==> src/hw/rtl/i2c_target_register_reader_defines.svh <==
// Assertion macros shared by the I2C target register reader RTL.
`ifndef I2C_TARGET_REGISTER_READER_DEFINES_SVH
`define I2C_TARGET_REGISTER_READER_DEFINES_SVH

// Check a same-cycle implication on the rising clock edge.
`define I2C_TRR_ASSERT_NOW(label, ante, cons, msg) \
  label: assert property (@(posedge clk_i) disable iff (!rst_ni) (ante) |-> (cons)) \
    else $error(msg);

// Check an implication in the following cycle.
`define I2C_TRR_ASSERT_NEXT(label, ante, cons, msg) \
  label: assert property (@(posedge clk_i) disable iff (!rst_ni) (ante) |=> (cons)) \
    else $error(msg);

`endif

==> src/hw/rtl/i2c_trr_pkg.sv <==
// Types and constants of the I2C target register reader.
package i2c_trr_pkg;

  // Bus engine phases
  typedef enum logic [2:0] {
    PH_IDLE = 3'd0,
    PH_ADDR = 3'd1,
    PH_PTR  = 3'd2,
    PH_SEND = 3'd3,
    PH_HOLD = 3'd4
  } phase_e;

  // Item kinds
  typedef enum logic {
    CMD_SAMPLE = 1'b0,
    CMD_WRITE  = 1'b1
  } cmd_e;

  // Bit counter landmarks in the address and pointer phases
  localparam logic [3:0] BITS_PER_BYTE = 4'd8;
  localparam logic [3:0] BIT_ACK_LOW   = 4'd9;
  localparam logic [3:0] BIT_ACK_HIGH  = 4'd10;

  // Bank contents after reset
  localparam logic [7:0] INIT_IDX_A = 8'd1;
  localparam logic [7:0] INIT_VAL_A = 8'd161;
  localparam logic [7:0] INIT_IDX_B = 8'd2;
  localparam logic [7:0] INIT_VAL_B = 8'd123;

  typedef struct packed {
    cmd_e       command;
    logic       scl;
    logic       sda;
    logic [7:0] reg_index;
    logic [7:0] reg_value;
  } item_t;

  typedef struct packed {
    logic       sda_pull_low;
    logic       selected;
  } result_t;

  typedef struct packed {
    logic       en;
    logic [7:0] addr;
    logic [7:0] data;
  } bank_wr_t;

  // Reset value of a bank entry
  function automatic logic [7:0] bank_init(input logic [7:0] idx);
    logic [7:0] val;
    val = 8'd0;
    if (idx == INIT_IDX_A) val = INIT_VAL_A;
    if (idx == INIT_IDX_B) val = INIT_VAL_B;
    return val;
  endfunction

endpackage

==> src/hw/rtl/i2c_trr_ram.sv <==
// Generic single-write, single-read RAM with registered read data.
module i2c_trr_ram #(
  parameter int Width = 8,
  parameter int Depth = 16
) (
  input  logic                     clk_i,
  input  logic                     we_i,
  input  logic [$clog2(Depth)-1:0] waddr_i,
  input  logic [Width-1:0]         wdata_i,
  input  logic [$clog2(Depth)-1:0] raddr_i,
  output logic [Width-1:0]         rdata_o
);

  logic [Width-1:0] mem_q [Depth];
  logic [Width-1:0] rdata_q;

  // Write port
  always_ff @(posedge clk_i) begin
    if (we_i) begin
      mem_q[waddr_i] <= wdata_i;
    end
  end

  // Read port, old data on a same-address write
  always_ff @(posedge clk_i) begin
    rdata_q <= mem_q[raddr_i];
  end

  assign rdata_o = rdata_q;

endmodule

==> src/hw/rtl/i2c_trr_bank.sv <==
// Register bank: RAM plus per-entry valid bits and a last-write bypass.
module i2c_trr_bank #(
  parameter int RegCount = 16
) (
  input  logic                 clk_i,
  input  logic                 rst_ni,
  input  i2c_trr_pkg::bank_wr_t wr_i,
  input  logic [7:0]           rd_addr_i,
  output logic [7:0]           rd_data_o
);

  localparam int AddrW = $clog2(RegCount);

  logic                we;
  logic [RegCount-1:0] valid_q;
  logic [7:0]          ram_rdata;
  logic                byp_v_q;
  logic [AddrW-1:0]    byp_addr_q;
  logic [7:0]          byp_data_q;

  // Drop writes beyond the bank
  assign we = wr_i.en && ({1'b0, wr_i.addr} < 9'(RegCount));

  i2c_trr_ram #(
    .Width (8),
    .Depth (RegCount)
  ) u_ram (
    .clk_i   (clk_i),
    .we_i    (we),
    .waddr_i (wr_i.addr[AddrW-1:0]),
    .wdata_i (wr_i.data),
    .raddr_i (rd_addr_i[AddrW-1:0]),
    .rdata_o (ram_rdata)
  );

  // Mark written entries
  always_ff @(posedge clk_i or negedge rst_ni) begin
    if (!rst_ni) begin
      valid_q <= '0;
    end else if (we) begin
      valid_q[wr_i.addr[AddrW-1:0]] <= 1'b1;
    end
  end

  // Hold the last write, which the registered read does not yet show
  always_ff @(posedge clk_i or negedge rst_ni) begin
    if (!rst_ni) begin
      byp_v_q <= 1'b0;
    end else begin
      byp_v_q <= we;
    end
  end

  always_ff @(posedge clk_i) begin
    byp_addr_q <= wr_i.addr[AddrW-1:0];
    byp_data_q <= wr_i.data;
  end

  // Select bypass, stored data or reset contents
  always_comb begin
    if (byp_v_q && (byp_addr_q == rd_addr_i[AddrW-1:0])) begin
      rd_data_o = byp_data_q;
    end else if (valid_q[rd_addr_i[AddrW-1:0]]) begin
      rd_data_o = ram_rdata;
    end else begin
      rd_data_o = i2c_trr_pkg::bank_init(rd_addr_i);
    end
  end

endmodule

==> src/hw/rtl/i2c_trr_fsm.sv <==
// Bus engine: start/stop and clock edge detection, address, pointer and send phases.
module i2c_trr_fsm #(
  parameter int RegCount = 16
) (
  input  logic                 clk_i,
  input  logic                 rst_ni,
  input  logic                 step_i,
  input  i2c_trr_pkg::item_t   item_i,
  input  logic [6:0]           dev_addr_i,
  input  logic [7:0]           bank_data_i,
  output logic [7:0]           ptr_o,
  output i2c_trr_pkg::result_t result_o
);

  i2c_trr_pkg::phase_e phase_q, phase_d;
  logic [3:0] bc_q, bc_d;
  logic [7:0] sh_q, sh_d;
  logic       rm_q, rm_d;
  logic [7:0] ptr_q, ptr_d;
  logic       lscl_q, lscl_d;
  logic       lsda_q, lsda_d;

  // Next state
  always_comb begin
    logic [3:0] nbc;
    phase_d = phase_q;
    bc_d    = bc_q;
    sh_d    = sh_q;
    rm_d    = rm_q;
    ptr_d   = ptr_q;
    lscl_d  = lscl_q;
    lsda_d  = lsda_q;
    nbc     = (bc_q < i2c_trr_pkg::BITS_PER_BYTE) ? bc_q + 4'd1 : bc_q;
    if (step_i && (item_i.command == i2c_trr_pkg::CMD_SAMPLE)) begin
      if (lscl_q && item_i.scl) begin
        // Start or stop while the clock stays high
        if (lsda_q && !item_i.sda) begin
          phase_d = i2c_trr_pkg::PH_ADDR;
          bc_d    = 4'd0;
          sh_d    = 8'd0;
          rm_d    = 1'b0;
        end else if (!lsda_q && item_i.sda) begin
          phase_d = i2c_trr_pkg::PH_IDLE;
          bc_d    = 4'd0;
        end
      end else if (!lscl_q && item_i.scl) begin
        // Rising clock: shift in, or enter the ACK high period
        if (phase_q inside {i2c_trr_pkg::PH_ADDR, i2c_trr_pkg::PH_PTR}) begin
          if (bc_q < i2c_trr_pkg::BITS_PER_BYTE) begin
            sh_d = {sh_q[6:0], item_i.sda};
            bc_d = bc_q + 4'd1;
          end else if (bc_q == i2c_trr_pkg::BIT_ACK_LOW) begin
            bc_d = i2c_trr_pkg::BIT_ACK_HIGH;
          end
        end
      end else if (lscl_q && !item_i.scl) begin
        // Falling clock: advance the phase
        case (phase_q)
          i2c_trr_pkg::PH_SEND: begin
            if (bc_q < i2c_trr_pkg::BITS_PER_BYTE) begin
              sh_d = {sh_q[6:0], 1'b0};
            end
            if (nbc >= i2c_trr_pkg::BITS_PER_BYTE) begin
              phase_d = i2c_trr_pkg::PH_HOLD;
              bc_d    = 4'd0;
            end else begin
              bc_d = nbc;
            end
          end
          i2c_trr_pkg::PH_ADDR, i2c_trr_pkg::PH_PTR: begin
            if (bc_q == i2c_trr_pkg::BITS_PER_BYTE) begin
              if (phase_q == i2c_trr_pkg::PH_ADDR) begin
                if (sh_q[7:1] == dev_addr_i) begin
                  rm_d = sh_q[0];
                  bc_d = i2c_trr_pkg::BIT_ACK_LOW;
                end else begin
                  phase_d = i2c_trr_pkg::PH_IDLE;
                  bc_d    = 4'd0;
                end
              end else begin
                ptr_d = ({1'b0, sh_q} >= 9'(RegCount)) ? 8'd0 : sh_q;
                bc_d  = i2c_trr_pkg::BIT_ACK_LOW;
              end
            end else if (bc_q == i2c_trr_pkg::BIT_ACK_HIGH) begin
              bc_d = 4'd0;
              if (phase_q == i2c_trr_pkg::PH_ADDR) begin
                if (rm_q) begin
                  phase_d = i2c_trr_pkg::PH_SEND;
                  sh_d    = bank_data_i;
                end else begin
                  phase_d = i2c_trr_pkg::PH_PTR;
                  sh_d    = 8'd0;
                end
              end else begin
                phase_d = i2c_trr_pkg::PH_HOLD;
              end
            end
          end
          default: begin
          end
        endcase
      end
      lscl_d = item_i.scl;
      lsda_d = item_i.sda;
    end
  end

  // Outputs from the updated state
  always_comb begin
    result_o = '0;
    if ((phase_d inside {i2c_trr_pkg::PH_ADDR, i2c_trr_pkg::PH_PTR}) &&
        (bc_d inside {i2c_trr_pkg::BIT_ACK_LOW, i2c_trr_pkg::BIT_ACK_HIGH})) begin
      result_o.sda_pull_low = 1'b1;
    end
    if ((phase_d == i2c_trr_pkg::PH_SEND) && (bc_d < i2c_trr_pkg::BITS_PER_BYTE) &&
        !sh_d[7]) begin
      result_o.sda_pull_low = 1'b1;
    end
    if (((phase_d == i2c_trr_pkg::PH_ADDR) && (bc_d >= i2c_trr_pkg::BIT_ACK_LOW)) ||
        (phase_d inside {i2c_trr_pkg::PH_PTR, i2c_trr_pkg::PH_SEND,
                         i2c_trr_pkg::PH_HOLD})) begin
      result_o.selected = 1'b1;
    end
  end

  // State registers
  always_ff @(posedge clk_i or negedge rst_ni) begin
    if (!rst_ni) begin
      phase_q <= i2c_trr_pkg::PH_IDLE;
      bc_q    <= 4'd0;
      sh_q    <= 8'd0;
      rm_q    <= 1'b0;
      ptr_q   <= 8'd0;
      lscl_q  <= 1'b1;
      lsda_q  <= 1'b1;
    end else begin
      phase_q <= phase_d;
      bc_q    <= bc_d;
      sh_q    <= sh_d;
      rm_q    <= rm_d;
      ptr_q   <= ptr_d;
      lscl_q  <= lscl_d;
      lsda_q  <= lsda_d;
    end
  end

  assign ptr_o = ptr_q;

endmodule

==> src/hw/rtl/i2c_target_register_reader.sv <==
// I2C target with a register bank, driven by line samples: top level.
// Usage:
//   The input channel carries one beat per line sample (command 0, scl, sda)
//   or per local bank write (command 1, reg_index, reg_value). Each accepted
//   beat yields exactly one result beat: sda_pull_low and selected, taken
//   from the target state after that beat.
//   The configuration channel writes the 7-bit bus address; it is always
//   ready and must only be used while no beat is in flight.
// Pipeline and throughput:
//   A beat is registered at the input register, then processed by the bus
//   engine once the result register is free or being read, which loads the
//   result register. One beat per cycle is sustained while out_ready_i is
//   high; the limit is the state update of the bus engine.
// Stall:
//   While the receiver holds out_ready_i low on a waiting result, it stays put
//   and at most one more beat enters the input register; then in_ready_o drops.
// Reset:
//   The engine goes idle with both sampled lines high, the address is 0,
//   and the bank reads its default contents at once (no clearing pass).
`include "i2c_target_register_reader_defines.svh"

module i2c_target_register_reader #(
  parameter int RegCount = 16
) (
  input  logic       clk_i,
  input  logic       rst_ni,
  // Configuration
  input  logic       cfg_valid_i,
  output logic       cfg_ready_o,
  input  logic [6:0] cfg_device_address_i,
  // Input beats
  input  logic       in_valid_i,
  output logic       in_ready_o,
  input  logic       command_i,
  input  logic       scl_i,
  input  logic       sda_i,
  input  logic [7:0] reg_index_i,
  input  logic [7:0] reg_value_i,
  // Result beats
  output logic       out_valid_o,
  input  logic       out_ready_i,
  output logic       sda_pull_low_o,
  output logic       selected_o
);

  logic                  s1_valid_q;
  i2c_trr_pkg::item_t    s1_item_q;
  logic                  out_valid_q;
  i2c_trr_pkg::result_t  out_res_q;
  i2c_trr_pkg::result_t  res;
  logic [6:0]            dev_addr_q;
  logic                  advance;
  logic [7:0]            ptr;
  logic [7:0]            bank_data;
  i2c_trr_pkg::bank_wr_t bank_wr;

  // Address register
  assign cfg_ready_o = 1'b1;

  always_ff @(posedge clk_i or negedge rst_ni) begin
    if (!rst_ni) begin
      dev_addr_q <= 7'd0;
    end else if (cfg_valid_i) begin
      dev_addr_q <= cfg_device_address_i;
    end
  end

  // Pipeline control
  assign advance    = s1_valid_q && (!out_valid_q || out_ready_i);
  assign in_ready_o = !s1_valid_q || advance;

  always_ff @(posedge clk_i or negedge rst_ni) begin
    if (!rst_ni) begin
      s1_valid_q  <= 1'b0;
      out_valid_q <= 1'b0;
    end else begin
      if (in_ready_o) begin
        s1_valid_q <= in_valid_i;
      end
      if (advance) begin
        out_valid_q <= 1'b1;
      end else if (out_ready_i) begin
        out_valid_q <= 1'b0;
      end
    end
  end

  // Input and result payload
  always_ff @(posedge clk_i) begin
    if (in_ready_o && in_valid_i) begin
      s1_item_q.command   <= i2c_trr_pkg::cmd_e'(command_i);
      s1_item_q.scl       <= scl_i;
      s1_item_q.sda       <= sda_i;
      s1_item_q.reg_index <= reg_index_i;
      s1_item_q.reg_value <= reg_value_i;
    end
    if (advance) begin
      out_res_q <= res;
    end
  end

  // Local bank write
  always_comb begin
    bank_wr.en   = advance && (s1_item_q.command == i2c_trr_pkg::CMD_WRITE);
    bank_wr.addr = s1_item_q.reg_index;
    bank_wr.data = s1_item_q.reg_value;
  end

  i2c_trr_bank #(
    .RegCount (RegCount)
  ) u_bank (
    .clk_i     (clk_i),
    .rst_ni    (rst_ni),
    .wr_i      (bank_wr),
    .rd_addr_i (ptr),
    .rd_data_o (bank_data)
  );

  i2c_trr_fsm #(
    .RegCount (RegCount)
  ) u_fsm (
    .clk_i       (clk_i),
    .rst_ni      (rst_ni),
    .step_i      (advance),
    .item_i      (s1_item_q),
    .dev_addr_i  (dev_addr_q),
    .bank_data_i (bank_data),
    .ptr_o       (ptr),
    .result_o    (res)
  );

  assign out_valid_o    = out_valid_q;
  assign sda_pull_low_o = out_res_q.sda_pull_low;
  assign selected_o     = out_res_q.selected;

  // Checks
  `I2C_TRR_ASSERT_NOW(a_pull_needs_sel, out_valid_q && out_res_q.sda_pull_low,
                      out_res_q.selected, "data line pulled low while not selected")
  `I2C_TRR_ASSERT_NEXT(a_advance_fills_out, advance, out_valid_q,
                       "processed beat did not reach the result register")
  `I2C_TRR_ASSERT_NEXT(a_stall_keeps_input, s1_valid_q && out_valid_q && !out_ready_i,
                       s1_valid_q, "buffered beat lost during a stall")

endmodule

==> config.mk <==
export PLATFORM = sky130hd
export DESIGN_NAME = i2c_target_register_reader
export DESIGN_NICKNAME = d
export VERILOG_FILES = /design/src/hw/rtl/i2c_trr_pkg.sv /design/src/hw/rtl/i2c_trr_ram.sv /design/src/hw/rtl/i2c_trr_bank.sv /design/src/hw/rtl/i2c_trr_fsm.sv /design/src/hw/rtl/i2c_target_register_reader.sv
export VERILOG_INCLUDE_DIRS = /design/src /design/src/hw/rtl
export SDC_FILE = /design/constraint.sdc
export NUM_CORES = 1
export LEC_CHECK = 0
export BUFFER_PORTS_ARGS = -buffer_cell sky130_fd_sc_hd__buf_2
export CORE_UTILIZATION = 58
export CTS_BUF_LIST = sky130_fd_sc_hd__clkbuf_16
export DETAILED_ROUTE_END_ITERATION = 16
export PLACE_DENSITY = 0.75
export SLEW_MARGIN = 15
export SYNTH_ARGS = -nofsm -noshare
export SYNTH_HDL_FRONTEND = slang
export SYNTH_SLANG_ARGS = --single-unit
==> constraint.sdc <==
create_clock -name clk_i -period 3 [get_ports clk_i]
set_input_delay 0.15 -clock clk_i [delete_from_list [all_inputs] [get_ports clk_i]]
set_output_delay 0.15 -clock clk_i [all_outputs]
set_load 0.02 [all_outputs]
==> metrics, run 1 <==
io pins=36; Power, Total=0.007176 W; Layout Cells excl Fill=939; grt ovf=0; layout cells sized above 1=28.63%; HP Class=input port to flop; commonest register cell after synthesis=edfxtp_1; Final Max Tran Viols=0; floorplan row count=46; RSZ-0062 raised after global routing=false; sequential fraction of the synthesis area=66.18%; die area=16610 sq um; period utilization=90.95%; Worst slew margin=34.60%; TritonCTS clock tree=yes; RD Place Congestion=0.9318; starting density of the core=59.20%; placed cells=864; Syn Area/Cell=15.66 sq um; via/cell ratio=6.004; fin util=69.84%; Worst-Margin Slew=0.9810 ns; PD cells=651.6 nW/um^2; Antenna Cells=0; DIE WIDTH=128.9 um; Worst Skew=0.01534 ns; worst-path fanout max=5; die height=128.9 um; initial DRC count=496; pin count of the biggest net entering global routing=35; final worst slack=0.2715 ns; Core ar.=15770 sq um; required time of the critical path=3.31 ns; hold depth=2; status=completed; switching part of the total power=25.62%; Internal=0.005337 W; Seq pwr share=49.2%; Post-route DRC=0; number of nets in the layout=742; Reg clk slew, reported paths=0.06 ns; TritonCTS buffer count=23; clk sinks=221; Async SR Flop Fraction=23.53%; Setup Buffers After CTS=0; total number of vias=5638; worst skew pair latency=0.53 ns; initial antenna violation count=0; leak pwr=4.086 nW; sw power=0.001839 W; IO buf count=34; final setup violation count=0; IR drop worst, VDD=0.0006263 V; crit path DAT=3.04 ns; largest cells by area after synthesis=edfxtp_1 48%, dfrtp_1 13%, mux4_2 11%; setup TNS=0 ns; Root Buffer=clkbuf_16; post-synthesis net count=631; dpl ws=0.3453 ns; Gate power share=11.8%; critical path launch point type=flop; 1st-pass router iterations=5; share of power burned in the clock network=39.0%; DP HPWL=13940 um; Final Hold Viols=0; most numerous cell in the Yosys netlist=edfxtp_1; final wirelength=21430 um; dominant cell type by area after synthesis=edfxtp_1; GRT Util Overall=27.44%; kind of critical path=flop to flop; Setup crit end kind=flop; Area Overhead vs Synth=17.97%; register bit total from synthesis=221; minimum clock period=2.729 ns; R2R cell count=10; global-route wire length before repair=32910 um; synth unique cells=80; fmax=0.3665 GHz; post-synthesis instance area=9335 sq um; Post-Syn Instances=596; vias in the first global route=5867; Post-synth EDFFs=149; buffers from clock root to sink, at most=3; htree depth=1; max-cap violations=0; WL/cell=22.82 um; Yosys top cell area share=47.93%; Commonest cells post-synth=149 x edfxtp_1, 50 x dfrtp_1, 45 x mux4_2; post-route ant nets=0; warnings from Yosys=0
==> placed cells by master, fill, tap and decap left out, drive strengths merged, types with 5 or more instances in the layout <==
cell type / synthesis / layout
and2: 9 / 9
dlygate4sd3: 0 / 34
a21oi: 10 / 10
xor2: 10 / 10
edfxtp: 149 / 149
nor3: 16 / 16
inv: 13 / 16
nand2: 40 / 40
clkinv: 0 / 10
mux2: 9 / 9
mux4: 45 / 45
o21ai: 24 / 24
dfxtp: 20 / 20
xnor2: 5 / 5
nand3: 11 / 11
a31oi: 5 / 5
buf: 13 / 81
dfrtp: 50 / 50
clkbuf: 16 / 23
nor2: 31 / 31
nand2b: 10 / 10
or2: 18 / 18
==> worst max-delay path, cell delays in order (launching register included) <==
cell	delay (ns)
dfrtp_1	0.37
inv_1	0.13
ha_1	0.21
and3b_1	0.31
nand2_1	0.09
a21oi_1	0.30
nor3_1	0.13
nor3_1	0.32
inv_1	0.15
xnor2_1	0.15
o41ai_1	0.36
==> layout make-up <==
cell class	count	area [sq um]
clock inverter	18	162.7
multi-input combinational	333	2900
clock buffer	23	575.6
sequential	221	6180
tap	216	270.3
inverter	13	48.80
fill	1026	4757
timing repair buffer	115	875.8
==> worst paths after layout <==
kind                       slack (ns)           from                   end
max in group asynchronous        2.06         rst_ni          u_fsm.lsda_q
min in group asynchronous        0.21         rst_ni         u_fsm.bc_q[1]
setup reg to reg                 0.27  u_fsm.bc_q[0]        sda_pull_low_o
hold / removal                   0.03    cfg_valid_i         dev_addr_q[2]
setup / recovery                 0.27  u_fsm.bc_q[0]        sda_pull_low_o
hold reg to reg                  0.44    bank_wr[10]  u_bank.byp_addr_q[2]
==> layer usage <==
metal	vias up	track usage (%)	wire length, um
met5	-	0	0
met4	0	11.21	828
li1	2519	-	-
met2	207	47.44	10980
met3	64	4.782	1139
met1	2848	34.59	8483
==> registers in the layout (all words and copies together), names as in the netlist, 4 cells and up <==
| register | count |
|---|---|
| u_bank.byp_addr_q | 4 |
| u_bank.u_ram.rdata_o | 8 |
| u_bank.valid_q | 16 |
| dev_addr_q | 7 |
| u_fsm.sh_q | 8 |
| u_fsm.ptr_o | 8 |
| u_fsm.bc_q | 4 |
| u_bank.u_ram.mem_q | 128 |
| bank_wr | 16 |
| u_bank.byp_data_q | 8 |
==> what timing repair did <==
| item | in CTS | in global routing |
|---|---|---|
| hold buffers | 34 | 0 |
| resized for setup | 0 | 0 |
| setup endpoints to repair | 0 | 0 |
| endpoints found under the hold margin | 52 | 0 |
==> through the flow <==
step | instance area [sq um] | hold slack, ns
2_1_floorplan | 9335 | -0.1456
3_3_place_gp | 9935 | 0.2003
3_5_place_dp | 9935 | 0.2089
4_1_cts | 11010 | 0.002659
5_1_grt | 11010 | 0.02677
6_report | 11010 | 0.02600
==> cells by family after synthesis <==
group           count (synthesis)  synth area share [%]
simple gates                  171                 10.05
buf+inv                        42                 2.748
xor+xnor                       15                 1.407
flops                         221                 66.18
mux                            58                 12.37
fa+ha+maj                       4                0.5361
other cells                     1               0.04017
compound gates                 84                 6.662
==> power by group through the flow <==
stage / sequential, W / combinational, W / clock (W)
floorplan: 0.00355 / 0.000577 / 0
global placement: 0.00358 / 0.000785 / 0
detailed placement: 0.00359 / 0.000790 / 0
CTS: 0.00353 / 0.000834 / 0.00280
global route: 0.00354 / 0.000926 / 0.00293
finish: 0.00353 / 0.000847 / 0.00280
Power figures use the tool's default switching activity.
==> run 2: changes to the inputs <==
Settings changed: SYNTH_HIERARCHICAL set to 1.
==> run 2 against run 1 <==
Sequential share of layout area rose by 0.96 points. Critical endpoint is now sda_pull_low_o. Global-route usage is 0.90 points lower. Design area is 1.7% lower. Highest routed layer unchanged. Count of clock-buffer cells in the layout stayed put. Register-to-register slack got worse by 0.13 ns. Largest cell class unchanged. Synthesized area fell by 0.28%. Non-clock buffer count down 22.
==> metrics, run 2 <==
Top reg by flops=u_bank/u_ram/mem_q; r2r setup slk=0.14 ns (-0.13 ns); multi-input logic area=2933 sq um (+1.1%); Worst slew margin=42.32% (+7.7 points); Final Hold Viols=0 (unchanged); placed cells=857 (-0.81%); critical path launch point type=flop; capturing point of the worst reg2reg path=sda_pull_low_o; worst-path fanout max=11 (+6); minimum clock period=2.859 ns (+0.1310 ns); largest cells by area after synthesis=edfxtp_1 48%, dfrtp_1 13%, mux4_2 4.8%; via/cell ratio=6.242 (+4.0%); synth unique cells=71 (-11%); io pins=36 (unchanged); GRT Util Overall=26.54% (-0.90 points); TritonCTS clock tree=yes; mux share of post-synthesis cell area=10.67% (-1.7 points); floorplan row count=45 (-2.2%); Syn Area/Cell=15.31 sq um (-2.2%); post-route ant nets=0 (unchanged); gr busiest metal=met2; layout cells sized above 1=20.89% (-7.7 points); GR Layer Usage met1=37.28% (+2.7 points); Worst Skew=0.007475 ns (-0.007863 ns); Setup crit end kind=flop; crit path cell chain=xor2_1 > nor3_1 > and3_2 > nor2_2 > a221o_1 > nand2_1 > mux2i_1 > a21oi_1 > o41ai_2 > or4b_1 > o211ai_1; Antenna Cells=0 (unchanged); critical path's slowest cell=dfrtp_1; most numerous cell in the Yosys netlist=edfxtp_1; post-synthesis compound-gate area fraction=8.978% (+2.3 points); buffers from clock root to sink, at most=3 (unchanged); worst skew pair latency=0.51 ns (-0.02 ns); leak pwr=4.053 nW (-0.81%); Core ar.=15430 sq um (-2.2%); worst hold start=cfg_valid_i; Final Max Tran Viols=0 (unchanged); Filler Cell Count=998 (-2.7%); worst reg2reg path startpoint=u_fsm/ptr_o[3]; PD cells=675.6 nW/um^2 (+3.7%); Power, Total=0.007317 W (+2.0%); DIE WIDTH=128.7 um (-0.14%); Reg area=6181 sq um (about the same); Commonest cells post-synth=149 x edfxtp_1, 50 x dfrtp_1, 43 x nor2_1; pin count of the biggest net entering global routing=36 (+2.9%); Post-route DRC=0 (unchanged); sequential fraction of the synthesis area=66.37% (+0.19 points); required time of the critical path=3.33 ns (+0.02 ns); Worst-Margin Slew=0.8653 ns (-0.1157 ns); post-synthesis net count=643 (+1.9%); max reg flops=128 (unchanged); Synth Area in Adders=0.5376% (+0.0015 points); htree depth=1 (unchanged); met2 Use GR=43.37% (-4.1 points); vias in the first global route=5856 (-0.19%); starting density of the core=60.34% (+1.1 points); final setup violation count=0 (unchanged); Reg clk slew, reported paths=0.06 ns (about the same); warnings from Yosys=6 (+6); Layout Cells excl Fill=929 (-1.1%); HP Class=input port to flop; Yosys top cell area share=48.06% (+0.14 points); RSZ-0062 raised after global routing=false; register bit total from synthesis=221 (unchanged); die area=16560 sq um (-0.27%); IR drop worst, VDD=0.0008043 V (+28%); kind of critical path=flop to flop; Hold Path End=dev_addr_q[3]; WL/cell=22.17 um (-2.9%); dpl ws=0.1145 ns (-0.2308 ns); Placed Instance Area=9776 sq um (-1.6%); period utilization=95.32% (+4.4 points); Root Buffer=clkbuf_16; commonest non-fill, non-tap cell in the layout=edfxtp_1; Worst Path Buf+Inv=0 (-2); die height=128.7 um (-0.14%); global-route wire length before repair=32670 um (-0.74%); top cell family by delay on the critical path=simple AND/OR/NAND/NOR gates; fmax=0.3497 GHz (-4.6%); crit path DAT=3.19 ns (+0.15 ns); main combinational cell family by area after synthesis=multiplexers; commonest register cell after synthesis=edfxtp_1; Area Overhead vs Synth=16.34%; total number of vias=5799 (+2.9%); setup TNS=0 ns (unchanged); met3 Track Usage GR=3.576% (-1.2 points); 1st-pass router iterations=5 (unchanged); RD Place Congestion=0.9488 (+1.8%); max-cap violations=0 (unchanged); final wirelength=20600 um (-3.9%); grt ovf=0 (unchanged); IO buf count=34 (unchanged); initial antenna violation count=0 (unchanged); TritonCTS buffer count=23 (unchanged); Post-Syn Instances=608 (+2.0%); xor and xnor area share after synthesis=1.492% (+0.085 points); number of nets in the layout=736 (-0.81%); Async SR Flop Fraction=23.53% (unchanged); CP max stage delay=0.51 ns (+0.14 ns); DP HPWL=13020 um (-6.6%); clk sinks=221 (unchanged); dominant cell type by area after synthesis=edfxtp_1; R2R cell count=11 (+1); status=completed; simple-gate share of the synthesized area=9.422% (-0.63 points); hold depth=2 (unchanged); Post-synth EDFFs=149 (unchanged); post-synthesis instance area=9309 sq um (-0.28%); initial DRC count=552 (+11%); post-route cell area=10830 sq um (-1.7%); final worst slack=0.1405 ns (-0.1310 ns); most frequent cells in the layout=149 x edfxtp_1, 48 x dfrtp_1, 42 x nor2_1
run 2: changes by cell type after synthesis, moves of 9 or more:
cell / delta
nor2_1: +12
a21o_1: +10
mux2_2: -9
a22oi_1: +25
or2_2: -17
mux4_2: -25
a21oi_1: +11
mux4_1: +14
run 2: stage by stage:
stage / hold slack [ns] / utilization [%]
3_3_place_gp: 0.2789 / 63.37
4_1_cts: 0.04611 / 69.95
5_1_grt: 0.06193 / 70.20
3_5_place_dp: 0.2965 / 63.37
6_report: 0.06404 / 70.20
2_1_floorplan: -0.1456 / -
run 2: repair_timing:
| action | in CTS | in global routing |
|---|---|---|
| setup endpoints to repair | 0 | 1 |
| buffers inserted | 0 | 0 |
| hold endpoints to repair | 60 | 0 |
| hold buffers | 30 | 0 |
| resized for setup | 0 | 8 |
run 2: metal layers:
layer,vias up,part of all wire [%]
met5,-,0
met4,0,2.6
met3,48,5.9
met2,265,49
met1,2927,42
li1,2559,-
run 2: worst max path at each step:
stage                           to  cells after the start           start  slack [ns]
floorplan           sda_pull_low_o                     12  u_fsm/ptr_o[2]        0.18
global placement    sda_pull_low_o                     11  u_fsm/ptr_o[2]        0.16
detailed placement  sda_pull_low_o                     11  u_fsm/ptr_o[2]        0.11
CTS                 sda_pull_low_o                     11  u_fsm/ptr_o[2]        0.07
global route        sda_pull_low_o                     11  u_fsm/ptr_o[3]       0.001
finish              sda_pull_low_o                     11  u_fsm/ptr_o[3]        0.14
run 2: worst register-to-register path: stages, from the launching register on:
cell      delay, ns
dfrtp_1        0.51
xor2_1         0.24
nor3_1         0.28
and3_2         0.28
nor2_2         0.06
a221o_1        0.30
nand2_1        0.07
mux2i_1        0.06
a21oi_1        0.18
o41ai_2        0.12
or4b_1         0.47
o211ai_1       0.12
run 2: kinds of logic after synthesis:
group	after synthesis
other cells	1
flops	221
buf+inv	37
compound gates	114
mux	48
simple gates	168
xor+xnor	15
fa+ha+maj	4
run 2: area by class of cell:
cell class / count / share of cell area (%)
clock buffers: 23 / 5.314
clock inverters: 19 / 1.294
inverters: 12 / 0.4159
multi-input cells: 350 / 27.08
flip-flops and latches: 221 / 57.07
well taps: 211 / 2.438
repair buffers: 93 / 6.389
run 2: report_power, final:
part | internal, W | switching [W]
combinational | 0.000390 | 0.000541
sequential | 0.00343 | 0.000264
clock | 0.00156 | 0.00113
total | 0.00539 | 0.00193
